`src/hw/rtl/pbn_pkg.sv`:
```
// shared types, constants and state codes for the boolean network step block
// no dependencies
package pbn_pkg;

  localparam int MaxNodes   = 64;
  localparam int MaxFanin   = 8;
  localparam int FaninDepth = 512;
  localparam int TableDepth = 4096;
  localparam int ProbBits   = 16;

  localparam logic [2:0] OP_STEP  = 3'd0;
  localparam logic [2:0] OP_WBIT  = 3'd1;
  localparam logic [2:0] OP_RBIT  = 3'd2;
  localparam logic [2:0] OP_WFAN  = 3'd3;
  localparam logic [2:0] OP_WTAB  = 3'd4;
  localparam logic [2:0] OP_WPAR  = 3'd5;

  localparam logic [3:0] PS_START = 4'd0;
  localparam logic [3:0] PS_COUNT = 4'd1;
  localparam logic [3:0] PS_BASE  = 4'd2;
  localparam logic [3:0] PS_FIXED = 4'd3;
  localparam logic [3:0] PS_P00   = 4'd4;
  localparam logic [3:0] PS_P01   = 4'd5;
  localparam logic [3:0] PS_P10   = 4'd6;
  localparam logic [3:0] PS_P11   = 4'd7;
  localparam logic [3:0] PS_CUM   = 4'd8;

  localparam logic [1:0] ST_OK    = 2'd0;
  localparam logic [1:0] ST_NONE  = 2'd1;
  localparam logic [1:0] ST_BAD   = 2'd2;

  localparam logic [1:0] FM_FREE  = 2'd0;
  localparam logic [1:0] FM_ZERO  = 2'd1;
  localparam logic [1:0] FM_ONE   = 2'd2;
  localparam logic [1:0] FM_HOLD  = 2'd3;

  localparam logic [1:0] REG_COUNT    = 2'd0;
  localparam logic [1:0] REG_WEIGHTED = 2'd1;

  typedef struct packed {
    logic [2:0]  opcode;
    logic [6:0]  node_index;
    logic [3:0]  param_select;
    logic [11:0] slot;
    logic [16:0] value;
    logic [15:0] select_random;
    logic [15:0] flip_random;
  } in_item_t;

  typedef struct packed {
    logic [5:0] updated_node;
    logic       new_bit;
    logic       read_bit;
    logic [1:0] status;
  } out_item_t;

  typedef enum logic [3:0] {
    S_IDLE, S_DECODE, S_USEL, S_WSRCH, S_WREAD, S_NODE, S_FANRD,
    S_FANBIT, S_TABRD, S_TABUSE, S_FLIP, S_DONE
  } state_t;

  typedef struct packed {
    logic load;
    logic start_write;
    logic usel_mul;
    logic usel_take;
    logic srch_first;
    logic srch_next;
    logic srch_take;
    logic node_rd;
    logic fan_rd;
    logic fan_bit;
    logic tab_rd;
    logic tab_use;
    logic flip;
    logic no_node;
  } cmd_t;

  typedef struct packed {
    logic is_step;
    logic weighted;
    logic srch_hit;
    logic srch_end;
    logic fan_more;
    logic need_table;
    logic need_flip;
  } sts_t;

endpackage

```
`src/hw/rtl/pbn_control.sv`:
```
// controller state machine sequencing one item through the datapath
// depends on pbn_pkg
module pbn_control (
  input  logic           clk,
  input  logic           rst,
  input  logic           in_valid,
  output logic           in_ready,
  output logic           out_valid,
  input  logic           out_ready,
  input  pbn_pkg::sts_t  sts,
  output pbn_pkg::cmd_t  cmd
);
  import pbn_pkg::*;

  state_t state, state_next;
  logic   out_valid_next;

  always_ff @(posedge clk) begin
    if (rst) begin
      state     <= S_IDLE;
      out_valid <= 1'b0;
    end else begin
      state     <= state_next;
      out_valid <= out_valid_next;
    end
  end

  always_comb begin
    state_next     = state;
    cmd            = '0;
    in_ready       = 1'b0;
    out_valid_next = out_valid && !out_ready;
    case (state)
      S_IDLE: begin
        in_ready = !out_valid || out_ready;
        if (in_valid && in_ready) begin
          cmd.load   = 1'b1;
          state_next = S_DECODE;
        end
      end
      S_DECODE: begin
        if (!sts.is_step) begin
          cmd.start_write = 1'b1;
          state_next      = S_DONE;
        end else if (sts.weighted) begin
          cmd.srch_first = 1'b1;
          state_next     = S_WREAD;
        end else begin
          cmd.usel_mul = 1'b1;
          state_next   = S_USEL;
        end
      end
      S_USEL: begin
        cmd.usel_take = 1'b1;
        state_next    = S_NODE;
      end
      S_WREAD: begin
        cmd.srch_next = 1'b1;
        state_next    = S_WSRCH;
      end
      S_WSRCH: begin
        if (sts.srch_hit) begin
          cmd.srch_take = 1'b1;
          state_next    = S_NODE;
        end else if (sts.srch_end) begin
          cmd.no_node = 1'b1;
          state_next  = S_DONE;
        end else begin
          state_next = S_WREAD;
        end
      end
      S_NODE: begin
        cmd.node_rd = 1'b1;
        state_next  = S_FANRD;
      end
      S_FANRD: begin
        if (!sts.need_table) begin
          state_next = S_TABUSE;
        end else if (sts.fan_more) begin
          cmd.fan_rd = 1'b1;
          state_next = S_FANBIT;
        end else begin
          cmd.tab_rd = 1'b1;
          state_next = S_TABUSE;
        end
      end
      S_FANBIT: begin
        cmd.fan_bit = 1'b1;
        state_next  = S_FANRD;
      end
      S_TABUSE: begin
        state_next = S_FLIP;
      end
      S_FLIP: begin
        cmd.flip   = 1'b1;
        state_next = S_DONE;
      end
      S_DONE: begin
        out_valid_next = 1'b1;
        state_next     = S_IDLE;
      end
      default: state_next = S_IDLE;
    endcase
  end

  a_load_idle: assert property (@(posedge clk) disable iff (rst)
    cmd.load |-> state == S_IDLE) else $error("load outside idle");
  a_no_overrun: assert property (@(posedge clk) disable iff (rst)
    state == S_DONE |-> !out_valid || out_ready) else $error("result overrun");
  a_one_result: assert property (@(posedge clk) disable iff (rst)
    state == S_DONE |=> out_valid) else $error("result lost");
endmodule

```
`config.mk`:
```
export PLATFORM = sky130hd
export DESIGN_NAME = pbn_control
export DESIGN_NICKNAME = d
export VERILOG_FILES = /design/src/hw/rtl/pbn_pkg.sv /design/src/hw/rtl/pbn_control.sv
export SDC_FILE = /design/constraint.sdc
export NUM_CORES = 1
export LEC_CHECK = 0
export BUFFER_PORTS_ARGS = -buffer_cell sky130_fd_sc_hd__buf_4
export CORE_AREA = 2 2 39 41
export DETAILED_ROUTE_END_ITERATION = 8
export DIE_AREA = 0 0 41 43
export PLACE_DENSITY = 0.75
export SLEW_MARGIN = 15
export SYNTH_ARGS = -nofsm -noshare
export SYNTH_HDL_FRONTEND = slang
export SYNTH_SLANG_ARGS = --single-unit
```
`constraint.sdc`:
```
create_clock -name clk -period 3 [get_ports clk]
set_clock_uncertainty 0.05 [all_clocks]
set_input_delay 0.45 -clock clk [delete_from_list [all_inputs] [get_ports clk]]
set_output_delay 0.45 -clock clk [all_outputs]
set_load 0.005 [all_outputs]
```
==> flow_summary.toml <==
[logic_synthesis]
yosysSeqAreaShare_pct = 20.3
syn-num-nets = 78
syn_area_per_cell_um2 = 7.38
synth.largest_area_cell = "dfxtp_1"
syn_area_um2 = 494
yosysTopAreaCellShare_pct = 20.3
ys_seq_elements = 5
yosys_warnings = 0
synth_area_leaders = "dfxtp_1 (20%), nor2_1 (8.4%), a211oi_2 (5.1%)"
synthCells = 67
ys_types = 34

[clocking]
numClockSinks = 5
clock_path_buffers = 2
cts_tree = "yes"
clk_pin_slew_ns = 0.05
clock_latency_ns = 0.24
post_cts_resized = 0
cts_buffers = 3
postCtsSetupBuffers = 0
ctsHoldBuffers = 0
cts_max_level = 1
cts_root_buf = "clkbuf_4"

[global_route]
grt_max_degree = 17
grt-ovfl-total = 0
grt_pass1_wl_um = 1950
grt_use_total_pct = 15.7
grt_antenna_before_repair = 0
grt_pass1_vias = 448

[route]
ant_nets = 0
drt_iter0_drc = 23
drt-total-wl_um = 1270
vias = 576
viasPerCell = 5.43
avgRoutedWirePerCell_um = 12.0
drc = 0
first_pass_iters = 4

[floorplanning]
ios = 27
start_util_pct = 35.7
core_area_um2 = 1380
rows = 14
die_h_um = 43
die_w_um = 41
die_area_um2 = 1760

[power_and_ir_drop]
intPower_mw = 0.291
p_per_area_nw_per_um2 = 797
p_sw_mw = 0.249
p_leak_nw = 0.278
seq_power_share_pct = 32.1
power_frac_clock_pct = 14.4
p_sw_share_pct = 46.1
p_comb_share_pct = 53.5
ir_drop_uv = 259

[sta]
tns_ns = 0
post-route-period-util_pct = 69.0
fmax_ghz = 0.483
worstMarginPinSlew_ns = 0.552
min_period_ns = 2.07
hold_viol = 0
maxSlewViolCount = 0
relSlewSlack_pct = 63.2
rsz0062_at_grt = "no"
setup_violations = 0
hold_ws_ns = 0.325

[status]
status = "finished, final reports clean"

[critical_path]
startpoint_type = "flip-flop"
crit_fanout = 16
crit_type = "reg -> out"
arrival_ns = 1.57
cp-end-kind = "output pin"
crit_required_ns = 2.50

[place]
io_buffers = 24
dp_hpwl_um = 928
gp_congestion = 0.832

[layout]
syn2layout_area_growth_pct = 37.2
drive_gt1_share_pct = 38.9
final_common_cell = "buf_4"
num_antenna_cells = 0
ff_latch_area_um2 = 100
fin_nets = 102
final_cell_mix = "buf_4 (24), nor2_1 (11), dfxtp_1 (5)"
fillerInstances = 137
multi_input_area_um2 = 339

[run]
cap_violations = 0

[worst_hold_path]
holdCritPathClass = "in -> reg"
==> layout make-up <==
cell class,instances,share of cell area (%)
multi-input cells,54,50.0
repair buffers,24,26.6
flip-flops and latches,5,14.8
clock buffers,4,3.87
well taps,16,2.95
inverters,3,1.85
==> critical path, stage by stage (launching register included) <==
cell and delay [ns]:
dfxtp_1 0.66, nor2b_2 0.31, and4_1 0.24, buf_4 0.11
==> power groups by stage <==
stage                     sequential [mW]  combinational, mW  clock (mW)
after floorplan                     0.112              0.260           0
after global placement              0.173              0.284           0
after detailed placement            0.173              0.288           0
after CTS                           0.172              0.290      0.0825
after global routing                0.185              0.318      0.0849
final                               0.173              0.289      0.0779
==> cells in the mapped netlist (all sizes together) <==
cell     instances
nor3             4
and3b            1
or3              1
nand2b           3
and4             2
nand3b           1
nor2            11
and3             2
nor2b            1
a21o             1
nand4bb          1
a311o            1
o21bai           1
dfxtp            5
o21ai            2
buf              5
conb             1
clkinv           1
nand3            2
a311oi           2
nor3b            1
a211oi           2
a31oi            1
nor4             2
inv              2
nand2            4
a21oi            5
nand4            2
==> routing by layer <==
metal,wire (um),up-vias,global-route usage [%],part of all wire (%)
li1,-,289,-,-
met2,594,23,20.3,47
met3,80,0,3.14,6.3
met4,0,0,6.00,0
met5,0,-,0,0
met1,592,264,24.7,47
==> per-stage QoR <==
step           cells  power, mW  setup WS, ns  area, um^2  util, %
6_report         106      0.541         0.929         678     49.0
2_1_floorplan     67      0.373          1.62         494        -
4_1_cts          106      0.544         0.932         678     49.0
5_1_grt          106      0.588         0.828         678     49.0
3_5_place_dp     102      0.461          1.21         652     47.1
3_3_place_gp     102      0.457          1.21         652     47.1
==> worst paths after layout <==
check        startpoint   endpoint  slack, ns  depth (start not counted)
min                 rst  out_valid       0.33                          2
min reg2reg   out_valid  out_valid       0.51                          2
max reg2reg    state[0]   state[2]       1.37                          4
max            state[0]     cmd[9]       0.93                          3
==> sequential cells by signal, summed over array words and instances (netlist names) <==
register and count:
state 4, out_valid 1
==> kinds of logic (layout without fill, tap and decap cells) <==
| logic type | after synthesis | after routing | share of synthesized area [%] |
|---|---|---|---|
| and+or+nand+nor | 38 | 38 | 43.8 |
| AOI/OAI and AO/OA | 15 | 15 | 24.1 |
| DFF | 5 | 5 | 20.3 |
| other | 1 | 1 | 0.759 |
| buffers and inverters | 8 | 31 | 11.1 |
No activity file was read; power rests on OpenSTA's default activity.
